==> config.mk <==
export PLATFORM = sky130hd
export DESIGN_NAME = mls_result_out
export DESIGN_NICKNAME = d
export VERILOG_FILES = /design/src/mls_pkg.sv /design/src/mls_result_out.sv
export VERILOG_INCLUDE_DIRS = /design/src /design/src/src
export SDC_FILE = /design/constraint.sdc
export NUM_CORES = 1
export LEC_CHECK = 0
export ABC_CLOCK_PERIOD_IN_PS = 5900
export BUFFER_PORTS_ARGS = -buffer_cell sky130_fd_sc_hd__buf_4
export CAP_MARGIN = 15
export CORE_MARGIN = 2
export CORE_UTILIZATION = 37
export CTS_BUF_LIST = sky130_fd_sc_hd__clkbuf_4 sky130_fd_sc_hd__clkbuf_8
export DETAILED_ROUTE_END_ITERATION = 8
export PLACE_DENSITY = 0.78
export SKIP_CTS_REPAIR_TIMING = 1
export SLEW_MARGIN = 30
export SYNTH_ARGS = -nofsm -noshare
export SYNTH_HDL_FRONTEND = slang
export SYNTH_SLANG_ARGS = --single-unit
==> constraint.sdc <==
create_clock -name aclk -period 5.9 [get_ports aclk]
set_input_delay 0.295 -clock aclk [delete_from_list [all_inputs] [get_ports aclk]]
set_output_delay 0.295 -clock aclk [all_outputs]
set_load 0.1 [all_outputs]
==> src/masked_laplacian_sharpen_unit_defines.svh <==
// Assertion macros shared by the masked Laplacian sharpening unit.
// Expects aclk and aresetn in the scope where a macro is used.
`ifndef MASKED_LAPLACIAN_SHARPEN_UNIT_DEFINES_SVH
`define MASKED_LAPLACIAN_SHARPEN_UNIT_DEFINES_SVH

// same-cycle implication, disabled while reset is low
`define MLS_ASSERT_IMPLIES(name, ante, cons) \
    name: assert property (@(posedge aclk) disable iff (!aresetn) (ante) |-> (cons)) \
        else $error("mls: same-cycle check failed");

// next-cycle implication, disabled while reset is low
`define MLS_ASSERT_NEXT(name, ante, cons) \
    name: assert property (@(posedge aclk) disable iff (!aresetn) (ante) |=> (cons)) \
        else $error("mls: next-cycle check failed");

`endif

==> src/mls_pkg.sv <==
// Shared constants, register codes and stage types of the masked Laplacian sharpening unit.
// No dependencies; every source file but the assertion header imports it.
package mls_pkg;

    // default geometry limits
    localparam int DEF_MAX_WIDTH  = 1024;
    localparam int DEF_MAX_HEIGHT = 1024;

    // field widths
    localparam int PIX_W      = 8;
    localparam int ENTRY_W    = PIX_W + 1;   // mask bit over the grey level
    localparam int XY_W       = 10;
    localparam int AMOUNT_W   = 12;
    localparam int GEOM_W     = 11;
    localparam int CFG_DATA_W = 12;
    localparam int CFG_ADDR_W = 2;

    // stream packing
    localparam int S_TDATA_W = 8;
    localparam int M_TDATA_W = 32;
    localparam int M_PAD_W   = M_TDATA_W - PIX_W - 2 * XY_W;

    // configuration register indexes
    localparam logic [CFG_ADDR_W-1:0] REG_GEOM_COLS      = CFG_ADDR_W'(0);
    localparam logic [CFG_ADDR_W-1:0] REG_GEOM_ROWS      = CFG_ADDR_W'(1);
    localparam logic [CFG_ADDR_W-1:0] REG_SHARPEN_AMOUNT = CFG_ADDR_W'(2);

    // configuration reset values
    localparam logic [GEOM_W-1:0]   RST_GEOM_COLS      = GEOM_W'(640);
    localparam logic [GEOM_W-1:0]   RST_GEOM_ROWS      = GEOM_W'(480);
    localparam logic [AMOUNT_W-1:0] RST_SHARPEN_AMOUNT = AMOUNT_W'(128);

    // result slots of one input pixel, in emission order
    localparam int NUM_SLOTS = 3;
    localparam int SLOT_W    = 2;
    localparam logic [SLOT_W-1:0] SLOT_A = SLOT_W'(0);  // pixel above the input
    localparam logic [SLOT_W-1:0] SLOT_B = SLOT_W'(1);  // last row, left of the input
    localparam logic [SLOT_W-1:0] SLOT_C = SLOT_W'(2);  // last row, the input itself

    // operands of one sharpened pixel, neighbours already resolved
    typedef struct packed {
        logic [ENTRY_W-1:0] center;
        logic [PIX_W-1:0]   left;
        logic [PIX_W-1:0]   right;
        logic [PIX_W-1:0]   top;
        logic [PIX_W-1:0]   bottom;
        logic [XY_W-1:0]    x;
        logic [XY_W-1:0]    y;
    } mls_job_t;

    // everything one input pixel releases
    typedef struct packed {
        logic [NUM_SLOTS-1:0]            mask;
        mls_job_t [NUM_SLOTS-1:0]        job;
    } mls_bundle_t;

    typedef struct packed {
        logic [PIX_W-1:0] pixel;
        logic [XY_W-1:0]  x;
        logic [XY_W-1:0]  y;
    } mls_result_t;

    typedef logic [NUM_SLOTS-1:0][PIX_W-1:0] mls_pixels_t;

endpackage

==> src/mls_result_out.sv <==
// Result register of the sharpening unit: holds up to three results of one pixel
// and hands them to the output stream one per transaction. Depends on mls_pkg.
`include "masked_laplacian_sharpen_unit_defines.svh"

module mls_result_out (
    input  logic                             aclk,
    input  logic                             aresetn,
    input  logic                             stage_valid,
    output logic                             stage_ready,
    input  mls_pkg::mls_bundle_t             stage_bundle,
    input  mls_pkg::mls_pixels_t             pixels,
    output logic                             m_tvalid,
    input  logic                             m_tready,
    output logic [mls_pkg::M_TDATA_W-1:0]    m_tdata,
    output logic                             m_tlast,
    output logic [0:0]                       m_tuser
);
    import mls_pkg::*;

    logic [NUM_SLOTS-1:0] pend_reg, pend_next, pend_left;
    mls_result_t          res_reg [NUM_SLOTS];
    mls_result_t          res_sel;
    logic [SLOT_W-1:0]    sel;
    logic                 fire, done, load_ok, load;

    // oldest pending slot goes first
    always_comb begin
        if (pend_reg[SLOT_A]) begin
            sel = SLOT_A;
        end else if (pend_reg[SLOT_B]) begin
            sel = SLOT_B;
        end else begin
            sel = SLOT_C;
        end
        pend_left      = pend_reg;
        pend_left[sel] = 1'b0;
    end

    assign fire        = m_tvalid && m_tready;
    assign done        = fire && (pend_left == '0);
    assign load_ok     = !m_tvalid || done;
    assign stage_ready = (stage_bundle.mask == '0) || load_ok;
    assign load        = stage_valid && load_ok && (stage_bundle.mask != '0);

    always_comb begin
        if (load) begin
            pend_next = stage_bundle.mask;
        end else if (fire) begin
            pend_next = pend_left;
        end else begin
            pend_next = pend_reg;
        end
    end

    always_ff @(posedge aclk) begin
        if (!aresetn) begin
            pend_reg <= '0;
        end else begin
            pend_reg <= pend_next;
        end
    end

    // result payload, loaded with the whole bundle
    always_ff @(posedge aclk) begin
        if (load) begin
            for (int i = 0; i < NUM_SLOTS; i++) begin
                res_reg[i].pixel <= pixels[i];
                res_reg[i].x     <= stage_bundle.job[i].x;
                res_reg[i].y     <= stage_bundle.job[i].y;
            end
        end
    end

    assign res_sel  = res_reg[sel];
    assign m_tvalid = pend_reg != '0;
    assign m_tdata  = {{M_PAD_W{1'b0}}, res_sel.y, res_sel.x, res_sel.pixel};
    assign m_tlast  = pend_left == '0;
    assign m_tuser  = 1'(sel == SLOT_C);

    `MLS_ASSERT_IMPLIES(a_end_is_last, m_tvalid && m_tuser[0], m_tlast)
    `MLS_ASSERT_NEXT(a_rest_offered, fire && !m_tlast, m_tvalid)
    `MLS_ASSERT_NEXT(a_drain_empty, done && !load, !m_tvalid)

endmodule

==> flow_metrics.py, run 1 <==
metrics = {
    "outcome": {
        "outcome": "finished clean",
    },
    "placed_design": {
        "gp_congestion": 0.750,
        "post_dp_cell_area_um2": 4390,
        "dp_hpwl_um": 4450,
        "dp.cells": 434,
        "port-buffer-count": 122,
    },
    "clocking": {
        "cts_sinks": 87,
        "cts_tree": "built",
        "cts_buffer_depth": 2,
        "h-tree-depth": 3,
        "clkSlewWorstSetupHoldPaths_ns": 0.09,
        "clock_latency_ns": 0.34,
        "cts_buffers": 9,
        "cts-root-buf": "clkbuf_8",
    },
    "sta": {
        "worst_slew_pin_slew_ns": 0.706,
        "hold_viol_final": 0,
        "slew_headroom_pct": 52.8,
        "skew_ns": 0.00717,
        "layout_min_cycle_time_ns": 2.72,
        "fin_tns_setup_ns": 0,
        "fmax_ghz": 0.368,
        "rsz0062_at_grt": "false",
        "finalCritPeriodShare_pct": 46.1,
        "slew_violations": 0,
        "setup_viol": 0,
    },
    "global_route": {
        "antenna_found_initial": 0,
        "grt_pass1_vias": 2139,
        "grt_pass1_wl_um": 10400,
        "overflow": 0,
        "grt_use_total_pct": 13.8,
        "grt_max_degree": 64,
    },
    "floorplanning": {
        "rows": 34,
        "dieArea_um2": 9850,
        "core-area_um2": 8760,
        "start_util_pct": 38.3,
        "ios": 250,
        "die_x_um": 99.3,
        "chipHeight_um": 99.3,
    },
    "drt": {
        "routed_via_density": 4.71,
        "ant_nets": 0,
        "drt_iter0_drc": 76,
        "via_count": 2120,
        "wl_per_cell_um": 14.5,
        "drc": 0,
        "routed_wl_um": 6530,
        "drt_pre_antenna_iters": 4,
    },
    "layout": {
        "nets": 551,
        "areaGrowthSynthToFinish_pct": 36.1,
        "fin_cells": 450,
        "postLayoutCoreUtil_pct": 52.2,
        "drive_gt1_share_pct": 43.0,
        "stdcell_area_um2": 4570,
        "largest_reg_flops": 84,
        "diodes": 0,
    },
    "yosys": {
        "yosys-top-cells-area": "edfxtp_1 (75%), mux2i_1 (8.3%), o21ai_1 (4.5%)",
        "ys_seq_elements": 87,
        "yosysUniqueCellTypes": 25,
        "synth_cells": 213,
        "yosysWarnings": 0,
        "netlist.area_leader.share_pct": 75.1,
        "yosys-top-cells-count": "edfxtp_1 (84), nand2_1 (31), o21ai_1 (30), mux2i_1 (28), buf_2 (5)",
        "synth_edf_count": 84,
        "yosysMostFrequentCell": "edfxtp_1",
        "synthFlopType": "edfxtp_1",
        "yosysTopAreaCell": "edfxtp_1",
        "async_flop_share_pct": 0,
        "ys_seq_area_share_pct": 76.9,
        "syn_area_per_cell_um2": 15.8,
        "netlist_area_um2": 3360,
    },
    "pwr": {
        "p_sw_share_pct": 38.4,
        "p_sw_w": 0.000643,
        "power.internal_w": 0.00103,
        "finalPower_w": 0.00168,
        "pwr-share-clk_pct": 22.2,
        "p_leak_nw": 1.74,
        "comb_power_share_pct": 31.9,
        "p_seq_share_pct": 45.9,
        "powerDensity_nw_per_um2": 367,
        "ir_worst_vdd_v": 0.000204,
    },
    "critical_path": {
        "crit_path_end_kind": "flip-flop",
        "crit_type": "reg -> reg",
        "cp.arrival_ns": 2.71,
        "path_max_fanout": 63,
        "start_kind": "flip-flop",
        "cp.required_ns": 5.89,
    },
    "run": {
        "cap_violations": 0,
    },
    "min_path": {
        "hold_path.class": "in -> reg",
    },
}
final timing paths:
kind	slack, ns	from	depth (start not counted)	end
hold reg to reg	0.63	pend_reg[2]	3	pend_reg[2]
setup / recovery	3.18	pend_reg[0]	4	res_reg[1][13]
setup reg to reg	3.18	pend_reg[0]	4	res_reg[1][13]
hold / removal	0.12	pixels[13]	1	res_reg[1][25]
kinds of logic after synthesis:
family,share of synthesized area (%)
DFF,76.9
and+or+nand+nor,6.00
AOI/OAI and AO/OA,5.66
muxes,8.79
buffers and inverters,2.53
other,0.112
critical path: stages, from the launching register on:
cell and delay [ns]:
dfxtp_2 0.32, buf_4 0.30, or3b_4 0.52, a21oi_4 0.59, buf_4 0.58
placed cells by master (no fill, tap or decap), drive strengths merged, types with 2 or more instances in the layout:
cell type	instances
dfxtp	3
a21oi	3
buf	125
nor2	2
nand2	31
clkinvlp	3
clkbuf	10
o21ai	31
edfxtp	84
conb	4
clkinv	2
or3	2
nand3	4
mux2i	28
layout make-up:
cell class                 count  area (um^2)
clock buffer                  10          131
clock inverter                 6         45.0
fill                         749         4190
multi-input combinational    114          713
sequential                    87         2590
tap                          108          135
timing repair buffer         125          958
power by group through the flow:
stage / combinational [W] / clock [W] / sequential (W)
3_5_place_dp: 0.000539 / 0 / 0.000785
2_1_floorplan: 0.000415 / 0 / 0.000776
3_3_place_gp: 0.000529 / 0 / 0.000782
4_1_cts: 0.000540 / 0.000387 / 0.000771
5_1_grt: 0.000557 / 0.000416 / 0.000777
6_report: 0.000535 / 0.000372 / 0.000769
metal layers:
layer	share of wire, %	track usage, %	routed length (um)
met1	41	17.2	2680
met2	49	22.4	3220
met3	8.5	5.27	554
met4	1.2	4.53	79
met5	0	0	0
per-stage QoR:
stage / setup slack, ns / hold slack [ns]
2_1_floorplan: 0.451 / 0.394
3_3_place_gp: 2.71 / 0.474
3_5_place_dp: 3.15 / 0.474
4_1_cts: 3.12 / 0.0929
5_1_grt: 3.01 / 0.0821
6_report: 3.18 / 0.117
Note: power is estimated with default switching activity, not from simulation.
==> run 2: changes to the inputs <==
--- a/config.mk
+++ b/config.mk
@@ -6,7 +6,7 @@
 export SDC_FILE = /design/constraint.sdc
 export NUM_CORES = 1
 export LEC_CHECK = 0
-export ABC_CLOCK_PERIOD_IN_PS = 5900
+export ABC_CLOCK_PERIOD_IN_PS = 2500
 export BUFFER_PORTS_ARGS = -buffer_cell sky130_fd_sc_hd__buf_4
 export CAP_MARGIN = 15
 export CORE_MARGIN = 2
==> constraint.sdc (replaced) <==
create_clock -name aclk -period 2.5 [get_ports aclk]
set_input_delay 0.125 -clock aclk [delete_from_list [all_inputs] [get_ports aclk]]
set_output_delay 0.125 -clock aclk [all_outputs]
set_load 0.1 [all_outputs]
==> flow_metrics.py, run 2 (same netlist as run 1, synthesis figures left out) <==
metrics = {
    "layout": {
        "drive_gt1_share_pct": 34.4,
        "nets": 636,
        "areaGrowthSynthToFinish_pct": 62.7,
        "final_cell_mix": "buf_4 (125), dlygate4sd3_1 (84), edfxtp_1 (84)",
        "final_common_cell": "buf_4",
        "diodes": 0,
        "stdcell_area_um2": 5460,
        "largest_reg_flops": 84,
    },
    "critical_path": {
        "worstPathCellList": "buf_4 -> mux2i_1 -> o21ai_1 -> buf_4",
        "worstSetupStartpoint": "pend_reg[1]",
        "start_kind": "flip-flop",
        "max_stage_delay_ns": 0.66,
        "cp.arrival_ns": 2.04,
        "regToRegSetupSlack_ns": 0.57,
        "crit_path_end_kind": "output pin",
        "reg2reg_from": "pend_reg[1]",
        "cp.required_ns": 2.38,
        "path_max_fanout": 19,
        "crit_type": "reg -> out",
        "path_common_cell": "buf_4",
        "worst_path_max_delay_cell": "dfxtp_2",
    },
    "clocking": {
        "clkSlewWorstSetupHoldPaths_ns": 0.08,
        "cts-root-buf": "clkbuf_8",
        "cts_sinks": 87,
        "cts_buffers": 9,
        "cts_tree": "built",
        "clock_latency_ns": 0.34,
        "cts_buffer_depth": 2,
        "h-tree-depth": 3,
    },
    "floorplanning": {
        "dieArea_um2": 9850,
        "die_x_um": 99.3,
        "rows": 34,
        "core-area_um2": 8760,
        "chipHeight_um": 99.3,
        "start_util_pct": 38.3,
        "ios": 250,
    },
    "global_route": {
        "grt_use_total_pct": 12.8,
        "grt_max_degree": 85,
        "grt_pass1_vias": 2110,
        "antenna_found_initial": 0,
        "grt_pass1_wl_um": 9710,
        "overflow": 0,
    },
    "pwr": {
        "powerDensity_nw_per_um2": 792,
        "finalPower_w": 0.00433,
        "ir_worst_vdd_v": 0.000499,
        "p_leak_nw": 2.13,
    },
    "drt": {
        "via_count": 2457,
        "routed_via_density": 4.61,
        "drt_pre_antenna_iters": 4,
        "ant_nets": 0,
        "routed_wl_um": 7880,
        "drt_iter0_drc": 144,
        "drc": 0,
        "wl_per_cell_um": 14.8,
    },
    "sta": {
        "rsz0062_at_grt": "false",
        "fmax_ghz": 0.461,
        "hold_ws_ns": 0.0992,
        "layout_min_cycle_time_ns": 2.17,
        "hold_viol_final": 0,
        "slew_headroom_pct": 64.6,
        "slew_violations": 0,
        "setup_viol": 0,
        "finalCritPeriodShare_pct": 86.8,
        "skew_ns": 0.0160,
        "worst_slew_pin_slew_ns": 0.531,
    },
    "min_path": {
        "hold_path.class": "in -> reg",
        "min_from": "stage_valid",
    },
    "placed_design": {
        "gp_congestion": 0.837,
        "dp_hpwl_um": 4360,
        "post_dp_cell_area_um2": 4390,
        "port-buffer-count": 122,
    },
    "outcome": {
        "outcome": "finished clean",
    },
    "run": {
        "cap_violations": 0,
    },
}
==> run 2: cell types whose count changed in the layout (fill, tap and decap cells not counted), sizes merged <==
| cell | delta |
|---|---|
| clkinvlp | -2 |
| clkinv | -2 |
| buf | +1 |
| bufinv | +3 |
| dlygate4sd3 | +84 |
| clkbuf | -1 |
==> run 2: worst max-delay path, delay by kind of cell (launching register included) <==
kind | cells | cell delay (ns)
buf+inv | 2 | 0.74
flops | 1 | 0.66
mux | 1 | 0.13
compound gates | 1 | 0.19
==> run 2: layer usage <==
| metal | vias to the layer above | routed length [um] | track usage (%) |
|---|---|---|---|
| met5 | - | 0 | 0 |
| met4 | 0 | 119 | 5.37 |
| met3 | 13 | 533 | 4.64 |
| met2 | 115 | 3990 | 20.5 |
| met1 | 1127 | 3240 | 15.7 |
| li1 | 1202 | - | - |
==> run 2: cell type report <==
| type | instances | area (um^2) |
|---|---|---|
| flip-flops and latches | 87 | 2580 |
| clock inverters | 5 | 106 |
| clock buffers | 9 | 124 |
| fillers | 619 | 3300 |
| well taps | 108 | 135 |
| multi-input cells | 114 | 713 |
| repair buffers | 210 | 1800 |
==> run 2: path summary, 6_finish.rpt <==
| kind | endpoint | depth (start not counted) |
|---|---|---|
| min | pend_reg[2] | 3 |
| max | m_tdata[3] | 4 |
| max reg2reg | res_reg[1][18] | 3 |
| min reg2reg | pend_reg[0] | 3 |
==> run 2: report_power, final <==
group | switching [W] | internal, W | leakage [nW]
registers | 0.0000501 | 0.00175 | 0.829
clock network | 0.000475 | 0.000657 | 0.112
logic | 0.000999 | 0.000392 | 1.18
==> run 2: stage by stage <==
step / worst slack [ns] / setup TNS (ns) / instances / utilization [%]
6_report: 0.330 / 0 / 533 / 62.3
5_1_grt: 0.193 / 0 / 533 / 62.3
4_1_cts: 0.294 / 0 / 449 / 52.7
3_5_place_dp: 0.549 / 0 / 435 / 50.1
3_3_place_gp: 0.593 / 0 / 435 / 50.1
2_1_floorplan: -0.190 / -16.16 / 216 / -
