File: src/masked_laplacian_sharpen_unit_defines.svh
// Assertion macros shared by the masked Laplacian sharpening unit.
// Expects aclk and aresetn in the scope where a macro is used.
`ifndef MASKED_LAPLACIAN_SHARPEN_UNIT_DEFINES_SVH
`define MASKED_LAPLACIAN_SHARPEN_UNIT_DEFINES_SVH

// same-cycle implication, disabled while reset is low
`define MLS_ASSERT_IMPLIES(name, ante, cons) \
    name: assert property (@(posedge aclk) disable iff (!aresetn) (ante) |-> (cons)) \
        else $error("mls: same-cycle check failed");

// next-cycle implication, disabled while reset is low
`define MLS_ASSERT_NEXT(name, ante, cons) \
    name: assert property (@(posedge aclk) disable iff (!aresetn) (ante) |=> (cons)) \
        else $error("mls: next-cycle check failed");

`endif

File: src/mls_pkg.sv
// Shared constants, register codes and stage types of the masked Laplacian sharpening unit.
// No dependencies; every source file but the assertion header imports it.
package mls_pkg;

    // default geometry limits
    localparam int DEF_MAX_WIDTH  = 1024;
    localparam int DEF_MAX_HEIGHT = 1024;

    // field widths
    localparam int PIX_W      = 8;
    localparam int ENTRY_W    = PIX_W + 1;   // mask bit over the grey level
    localparam int XY_W       = 10;
    localparam int AMOUNT_W   = 12;
    localparam int GEOM_W     = 11;
    localparam int CFG_DATA_W = 12;
    localparam int CFG_ADDR_W = 2;

    // stream packing
    localparam int S_TDATA_W = 8;
    localparam int M_TDATA_W = 32;
    localparam int M_PAD_W   = M_TDATA_W - PIX_W - 2 * XY_W;

    // configuration register indexes
    localparam logic [CFG_ADDR_W-1:0] REG_GEOM_COLS      = CFG_ADDR_W'(0);
    localparam logic [CFG_ADDR_W-1:0] REG_GEOM_ROWS      = CFG_ADDR_W'(1);
    localparam logic [CFG_ADDR_W-1:0] REG_SHARPEN_AMOUNT = CFG_ADDR_W'(2);

    // configuration reset values
    localparam logic [GEOM_W-1:0]   RST_GEOM_COLS      = GEOM_W'(640);
    localparam logic [GEOM_W-1:0]   RST_GEOM_ROWS      = GEOM_W'(480);
    localparam logic [AMOUNT_W-1:0] RST_SHARPEN_AMOUNT = AMOUNT_W'(128);

    // result slots of one input pixel, in emission order
    localparam int NUM_SLOTS = 3;
    localparam int SLOT_W    = 2;
    localparam logic [SLOT_W-1:0] SLOT_A = SLOT_W'(0);  // pixel above the input
    localparam logic [SLOT_W-1:0] SLOT_B = SLOT_W'(1);  // last row, left of the input
    localparam logic [SLOT_W-1:0] SLOT_C = SLOT_W'(2);  // last row, the input itself

    // operands of one sharpened pixel, neighbours already resolved
    typedef struct packed {
        logic [ENTRY_W-1:0] center;
        logic [PIX_W-1:0]   left;
        logic [PIX_W-1:0]   right;
        logic [PIX_W-1:0]   top;
        logic [PIX_W-1:0]   bottom;
        logic [XY_W-1:0]    x;
        logic [XY_W-1:0]    y;
    } mls_job_t;

    // everything one input pixel releases
    typedef struct packed {
        logic [NUM_SLOTS-1:0]            mask;
        mls_job_t [NUM_SLOTS-1:0]        job;
    } mls_bundle_t;

    typedef struct packed {
        logic [PIX_W-1:0] pixel;
        logic [XY_W-1:0]  x;
        logic [XY_W-1:0]  y;
    } mls_result_t;

    typedef logic [NUM_SLOTS-1:0][PIX_W-1:0] mls_pixels_t;

endpackage

File: src/mls_sharpen.sv
// Laplacian sharpening of one pixel: gain multiply, round half away from zero, clamp.
// Depends on mls_pkg for the operand bundle type.
module mls_sharpen (
    input  mls_pkg::mls_job_t              job,
    input  logic [mls_pkg::AMOUNT_W-1:0]   amount,
    output logic [mls_pkg::PIX_W-1:0]      pixel
);
    import mls_pkg::*;

    logic [PIX_W+1:0]   nb_sum;
    logic signed [10:0] lap;
    logic signed [23:0] prod;
    logic [24:0]        v, v_rnd;
    logic [16:0]        q;

    // 4*center minus the four neighbours
    assign nb_sum = (PIX_W + 2)'(job.left) + (PIX_W + 2)'(job.right)
                  + (PIX_W + 2)'(job.top) + (PIX_W + 2)'(job.bottom);
    assign lap    = $signed({1'b0, job.center[PIX_W-1:0], 2'b00}) - $signed({1'b0, nb_sum});
    assign prod   = $signed({1'b0, amount}) * lap;

    // 256*center + gain*laplacian, then round
    assign v      = {9'b0, job.center[PIX_W-1:0], 8'b0} + {prod[23], prod};
    assign v_rnd  = v + 25'd128;
    assign q      = v_rnd[24:8];

    always_comb begin
        if (!job.center[ENTRY_W-1]) begin
            pixel = job.center[PIX_W-1:0];
        end else if (v[24]) begin
            pixel = '0;                      // negative rounds to zero or below
        end else if (q > 17'd255) begin
            pixel = '1;
        end else begin
            pixel = q[PIX_W-1:0];
        end
    end

endmodule

File: config.mk
export PLATFORM = sky130hd
export DESIGN_NAME = mls_sharpen
export DESIGN_NICKNAME = d
export VERILOG_FILES = /design/src/masked_laplacian_sharpen_unit_defines.svh /design/src/mls_pkg.sv /design/src/mls_sharpen.sv
export SDC_FILE = /design/constraint.sdc
export NUM_CORES = 1
export LEC_CHECK = 0
export ABC_AREA = 1
export BUFFER_PORTS_ARGS = -buffer_cell sky130_fd_sc_hd__buf_2
export CORE_ASPECT_RATIO = 0.8
export CORE_MARGIN = 10
export CORE_UTILIZATION = 63
export DETAILED_ROUTE_END_ITERATION = 8
export PLACE_DENSITY = 0.93
export SYNTH_ARGS = -nofsm -noshare
export SYNTH_HDL_FRONTEND = slang
export SYNTH_SLANG_ARGS = --single-unit
File: constraint.sdc
create_clock -name vclk -period 12.3
set_clock_uncertainty 0.15 [all_clocks]
set_input_delay 1.23 -clock vclk [all_inputs]
set_output_delay 1.23 -clock vclk [all_outputs]
set_load 0.02 [all_outputs]
==> results of run 1 <==
per-stage QoR:
stage	utilization	hold slack (ns)	area, um^2
2_1_floorplan	-	2.485	6849
3_3_place_gp	0.6970	2.640	7281
3_5_place_dp	0.6970	2.647	7281
4_1_cts	0.6970	2.649	7281
5_1_grt	0.6990	2.674	7302
6_report	0.6990	2.646	7302
cells by family (layout without fill, tap and decap cells):
logic type,count (synthesis),after routing
AND/OR/NAND/NOR,402,402
buffers and inverters,300,348
adder cells (fa/ha/maj),214,214
AO/OA/AOI/OAI,44,44
XOR/XNOR,11,11
final timing paths:
kind	slack, ns	depth (start not counted)	end	start
max	0.56	50	pixel[1]	job[21]
min	2.65	4	pixel[3]	job[55]
routing by layer:
metal	global-route usage	wire (um)
met5	0	0
met4	0.03685	344
met3	0.04023	1470
met2	0.3685	7918
met1	0.2632	6287
cell type report:
| class | count | area, um^2 | area share |
|---|---|---|---|
| Multi-Input combinational cell | 671 | 5739 | 0.7860 |
| Inverter | 286 | 1075 | 0.1472 |
| Timing Repair Buffer | 62 | 312.8 | 0.04284 |
| Tap cell | 140 | 175.2 | 0.02399 |
cell usage in the layout (no fill, tap or decap), types with 5 or more instances in the layout:
| cell type | Yosys | layout |
|---|---|---|
| nor2_1 | 62 | 61 |
| inv_1 | 278 | 275 |
| or2_2 | 5 | 5 |
| inv_2 | 5 | 8 |
| nand3_1 | 26 | 26 |
| o21ai_0 | 7 | 6 |
| nor2_4 | 7 | 7 |
| a21oi_1 | 24 | 21 |
| nand2_1 | 250 | 249 |
| nor2_2 | 8 | 9 |
| nand2_2 | 14 | 14 |
| o21bai_1 | 5 | 5 |
| buf_2 | 0 | 61 |
| ha_1 | 94 | 94 |
| fa_1 | 120 | 120 |
| nand4_1 | 11 | 11 |
| nor3_1 | 6 | 6 |
==> key figures, run 1 <==
Worst setup path
  – Crit path max fanout: 8
  – Top delay family on crit path: adder cells
  – Worst Path Required: approximately 11 ns
  – Max incr delay on CP: roughly 0.55 ns
  – CP Class: input port to output pin
  – CP max stage cell: fa_1
  – WP data arrival: between 10 and 15 ns
  – Buf+Inv Stages, Crit Path: 10
  – CP dominant cell by count: nand2_1
  – Startpoint types: input port
  – Critical path capture point type: output pin

Detailed routing
  – Vias per cell: roughly 5.2
  – DR vias: 6042
  – Initial DRC count: approximately 420
  – Post-route DRC: 0
  – Post-route ant nets: 0
  – Final WL: ~16000 um
  – Drt pass-1 iters: 7
  – Per-cell routed wire length: approximately 14 um

Synth
  – Compound-Gate Fraction of Synth Area: 0.03672
  – Largest family of logic cells by synthesized area: adder cells
  – Synth Net Count: 1258
  – Synth Warn #: 0
  – Mapped Cells: 971
  – Cell taking the most area after synthesis: fa_1
  – Most common cell in the netlist: inv_1
  – Synth cell count leaders: 278 x inv_1, 250 x nand2_1, 120 x fa_1, 94 x ha_1, 62 x nor2_1
  – Largest cells by area after synthesis: fa_1 35%, ha_1 17%, inv_1 15%, nand2_1 14%, nor2_1 3.4%
  – Post-synthesis mux area share: 0
  – Area share of the largest cell type after synthesis: 0.3507
  – Sequential-to-total area share from yosys stat: 0
  – Adder-Cell Fraction of Synth Area: 0.5225
  – Mapped Area: around 6800 um^2
  – Synth Area per Inst: 7.054 um^2
  – XOR/XNOR Fraction of Synth Area: 0.01900
  – Simple-gate area share of the yosys netlist: 0.2567
  – Synth unique cells: 35

Cells and area
  – Share of layout cells above drive strength 1: 0.1187
  – CLK BUF: 0
  – Layout area overhead: 6.613%
  – Reg area: 0 um^2
  – Filler-free cell count of the finished design: between 1000 and 1500
  – FF+latch count: 0
  – FILL cells: 810
  – Diodes inserted: 0
  – Post-layout nets: 1308

Die
  – Die Y: 113.3 um
  – Starting Density: 0.6556
  – Core area: around 10000 um^2
  – Num rows: 33
  – # IOs: 81
  – Die Wd: about 140 um
  – Die ar.: between 15000 and 20000 um^2

Global route
  – Vias in the first global route: between 6000 and 7000
  – GRT overflow: 0
  – First-pass GRT wire length: roughly 27000 um
  – Initial antenna violation count: 0
  – Pin count of the biggest net entering global routing: 14
  – Gr usage total: 0.2097

Worst hold path
  – Worst hold path class: input port to output pin

Placed design
  – Placed insts: 1159
  – GP Congestion: ~1
  – Place WS: just under 0.4 ns
  – Port Buffers: 61
  – Hpwl dp: 14480 um

STA
  – Min cycle time layout: roughly 12 ns
  – Worst rel slew slack: 0.6753
  – Fmax: around 0.085 GHz
  – Final Hold Viols: 0
  – Setup TNS: 0 ns
  – Final period util: 0.9541
  – Slew @ Worst Pin: between 0.4 and 0.5 ns
  – Final Max Tran Viols: 0
  – Slack of the critical path: ~0.56 ns
  – Final setup vio count: 0
  – RSZ-0062 raised after global routing: no

Run status
  – Outcome: complete, no violations

Clocking
  – Buffer count from post-CTS setup fixing: 0
  – Post-CTS Hold Buffers: 0
  – CTS resizes: 0

Flow run
  – Max_cap viols: 0
Power of run 1 is not shown: default switching activity piles up to over one toggle a cycle in this logic, so the estimate is an artifact.
==> run 2, diff against run 1 <==
--- a/config.mk
+++ b/config.mk
@@ -9,9 +9,9 @@
 export BUFFER_PORTS_ARGS = -buffer_cell sky130_fd_sc_hd__buf_2
 export CORE_ASPECT_RATIO = 0.8
 export CORE_MARGIN = 10
-export CORE_UTILIZATION = 63
+export CORE_UTILIZATION = 40
 export DETAILED_ROUTE_END_ITERATION = 8
-export PLACE_DENSITY = 0.93
+export PLACE_DENSITY = 0.66
 export SYNTH_ARGS = -nofsm -noshare
 export SYNTH_HDL_FRONTEND = slang
 export SYNTH_SLANG_ARGS = --single-unit
==> run 2 against run 1 <==
Against the previous run:
- non-clock buffer count grew 4
- cell count grew 7.2%
- wire length shrank 2.2%
- global-route usage shrank 7.1 points
- hold slack lost 0.0063 ns
- sequential cell count is the same
- critical path type unchanged
- largest cell class unchanged
==> key figures, run 2 (same netlist as run 1, synthesis figures left out) <==
Run status
  – Outcome: complete, no violations

Cells and area
  – Share of layout cells above drive strength 1: 0.1212
  – Layout area overhead: 8.440%
  – Leading cell type in the layout, fill and taps excluded: inv_1
  – Utilization after layout: 0.4458
  – Diodes inserted: 0
  – CLK BUF: 0
  – Most frequent cells in the layout: 276 x inv_1, 249 x nand2_1, 120 x fa_1
  – FF+latch count: 0
  – Area occupied by multi-input gates: between 5000 and 6000 um^2
  – Post-layout nets: 1312
  – FILL cells: 1736
  – Reg area: 0 um^2

STA
  – Final Hold Viols: 0
  – Final Max Tran Viols: 0
  – Final setup vio count: 0
  – Min cycle time layout: 11.62 ns
  – Worst rel slew slack: 0.6634
  – Fmax: approximately 0.086 GHz
  – Final period util: 0.9450
  – Setup TNS: 0 ns
  – Slew @ Worst Pin: around 0.5 ns
  – RSZ-0062 raised after global routing: no
  – Worst hold slack: between 2 and 3 ns

Global route
  – Gr usage total: 0.1385
  – First-pass GRT wire length: between 20000 and 30000 um
  – Pin count of the biggest net entering global routing: 14
  – Vias in the first global route: 5580
  – GRT overflow: 0
  – Initial antenna violation count: 1

Clocking
  – Post-CTS Hold Buffers: 0
  – Buffer count from post-CTS setup fixing: 0

Worst setup path
  – Crit path max fanout: 8
  – Worst Path Required: between 10 and 15 ns
  – Max incr delay on CP: ~0.54 ns
  – Critical path capture point type: output pin
  – WP data arrival: between 10 and 15 ns
  – Startpoint types: input port
  – CP dominant cell by count: nand2_1
  – CP Class: input port to output pin
  – CP max stage cell: fa_1

Die
  – Die ar.: 22790 um^2
  – Num rows: 42
  – Core area: approximately 17000 um^2
  – Starting Density: 0.4111
  – Die Y: 137.0 um
  – Die Wd: between 150 and 200 um
  – # IOs: 81

Detailed routing
  – Post-route ant nets: 0
  – Final WL: between 15000 and 20000 um
  – Vias per cell: around 4.7
  – Drt pass-1 iters: 5
  – Per-cell routed wire length: between 10 and 15 um
  – Post-route DRC: 0
  – Initial DRC count: 302
  – DR vias: slightly below 6000

Placed design
  – Hpwl dp: 14480 um
  – GP Congestion: just over 0.9
  – Port Buffers: 61

Worst hold path
  – Worst hold path class: input port to output pin

Flow run
  – Max_cap viols: 0
[run 2: cell type report]
class,count,area share
multi-input cells,671,0.7721
inverters,286,0.1447
repair buffers,66,0.04616
well taps,220,0.03706
[run 2: metal layers]
metal,share of wire,GRT usage,vias up
li1,-,-,2936
met5,0.00083,0,-
met3,0.056,0.01032,6
met4,0.0051,0.006816,2
met2,0.47,0.2380,127
met1,0.47,0.1958,2758
[run 2: path summary, 6_finish.rpt]
| path | start | endpoint | slack, ns | cells after the start |
|---|---|---|---|---|
| setup / recovery | job[21] | pixel[5] | 0.68 | 49 |
| hold / removal | job[54] | pixel[2] | 2.64 | 4 |
[run 2: metrics by stage]
stage	setup WS [ns]	cell area, um^2	std cells
after global routing	0.01647	7427	1243
final	0.6762	7427	1243
after CTS	0.5169	7411	1243
after floorplan	1.473	6849	971
after global placement	0.6910	7411	1243
after detailed placement	0.5311	7411	1243
[run 2: worst max-delay path, delay by kind of cell]
family	cells	cell delay, ns
fa+ha+maj	10	4.76
simple gates	24	2.77
compound gates	6	0.76
buf+inv	9	0.73
[run 2: repair_timing]
item,CTS,global route
resized for setup,0,8
endpoints found under the hold margin,0,0
endpoints found under the setup margin,0,8
Power of run 2 is left out for the same reason.
==> run 3, diff against run 2 <==
--- a/config.mk
+++ b/config.mk
@@ -11,6 +11,7 @@
 export CORE_MARGIN = 10
 export CORE_UTILIZATION = 40
 export DETAILED_ROUTE_END_ITERATION = 8
+export MAX_ROUTING_LAYER = met4
 export PLACE_DENSITY = 0.66
 export SYNTH_ARGS = -nofsm -noshare
 export SYNTH_HDL_FRONTEND = slang
==> run 3 against run 2 <==
Against the previous run:
- cell count about the same
- critical path type unchanged
- critical endpoint unchanged
- first-iteration DRC count increased by 20%
- hold slack got worse by 0.0019 ns
- core utilization about the same
==> key figures, run 3 (same netlist as run 1, synthesis figures left out) <==
Cells and area
  – Utilization after layout: 0.4458
  – Most frequent cells in the layout: 275 x inv_1, 250 x nand2_1, 120 x fa_1
  – Leading cell type in the layout, fill and taps excluded: inv_1
  – Share of layout cells above drive strength 1: 0.1201
  – CLK BUF: 0
  – Layout area overhead: 8.422%
  – FILL cells: 1714
  – Post-layout nets: ~1300
  – Diodes inserted: 0
  – Reg area: 0 um^2
  – FF+latch count: 0

STA
  – Slew @ Worst Pin: around 0.5 ns
  – Final setup vio count: 0
  – Worst rel slew slack: 0.6608
  – Fmax: 0.08625 GHz
  – Setup TNS: 0 ns
  – RSZ-0062 raised after global routing: no
  – Min cycle time layout: 11.59 ns
  – Final Max Tran Viols: 0
  – Final period util: 0.9427
  – Final Hold Viols: 0

Global route
  – First-pass GRT wire length: approximately 27000 um
  – GRT overflow: 0
  – Vias in the first global route: approximately 5500
  – Initial antenna violation count: 0
  – Gr usage total: 0.1403
  – Pin count of the biggest net entering global routing: 14

Worst setup path
  – Crit path to: pixel[5]
  – CP Depth: a little under 50
  – Max incr delay on CP: between 0.5 and 0.6 ns
  – Buf+Inv Stages, Crit Path: 11
  – Crit. Startpoint: job[21]
  – CP Class: input port to output pin
  – Startpoint types: input port
  – WP data arrival: around 10 ns
  – Worst Path Required: around 11 ns
  – CP max stage cell: fa_1
  – CP dominant cell by count: nand2_1
  – Crit path max fanout: 8
  – Critical path capture point type: output pin
  – Top delay family on crit path: adder cells

Die
  – Starting Density: 0.4111
  – Num rows: 42
  – Core area: approximately 17000 um^2
  – Die Y: around 140 um
  – # IOs: 81
  – Die Wd: between 150 and 200 um
  – Die ar.: ~23000 um^2

Detailed routing
  – DR vias: between 5000 and 6000
  – Drt pass-1 iters: 7
  – Final WL: 15660 um
  – Post-route ant nets: 0
  – Initial DRC count: between 300 and 400
  – Vias per cell: approximately 4.7
  – Per-cell routed wire length: between 10 and 15 um
  – Post-route DRC: 0

Worst hold path
  – Worst hold path class: input port to output pin

Placed design
  – Port Buffers: 61
  – Hpwl dp: about 15000 um
  – GP Congestion: a little over 0.9

Flow run
  – Max_cap viols: 0

Run status
  – Outcome: complete, no violations

Clocking
  – Post-CTS Hold Buffers: 0
==> run 3: final cells by class <==
cell class / instances / area [um^2] / area share
inverters: 286 / 1075 / 0.1447
repair buffers: 67 / 350.3 / 0.04718
well taps: 220 / 275.3 / 0.03707
multi-input cells: 671 / 5725 / 0.7710
==> run 3: per-stage QoR <==
step	std cells	setup WS [ns]	cell area, um^2	hold slack, ns
3_3_place_gp	1243	0.6522	7411	2.642
4_1_cts	1243	0.5845	7411	2.645
5_1_grt	1244	0.0004370	7426	2.677
6_report	1244	0.7052	7426	2.638
3_5_place_dp	1243	0.6005	7411	2.644
2_1_floorplan	971	1.473	6849	2.485
==> run 3: timing repair <==
action	CTS	global route
gates resized for setup	0	6
buffers inserted	0	1
setup endpoints to repair	0	8
==> run 3: worst min-delay path, stage by stage <==
cell     delay (ns)
buf_2          0.08
nand2_1        0.04
nand2_1        0.05
buf_2          0.15
==> run 3: worst min path at each step <==
stage,from,to,slack (ns),depth (start not counted)
finish,job[55],pixel[3],2.64,4
CTS,job[54],pixel[2],2.65,4
global route,job[53],pixel[1],2.68,4
detailed placement,job[55],pixel[3],2.64,4
global placement,job[54],pixel[2],2.64,4
floorplan,job[52],pixel[0],2.48,2
==> run 3: layer usage <==
metal	GRT usage	part of all wire	vias up
met5	-	0	-
met4	0.005842	0.0033	0
met3	0.008312	0.045	4
met2	0.2276	0.46	113
met1	0.1994	0.49	2751
li1	-	-	2932
Power of run 3 is left out for the same reason.
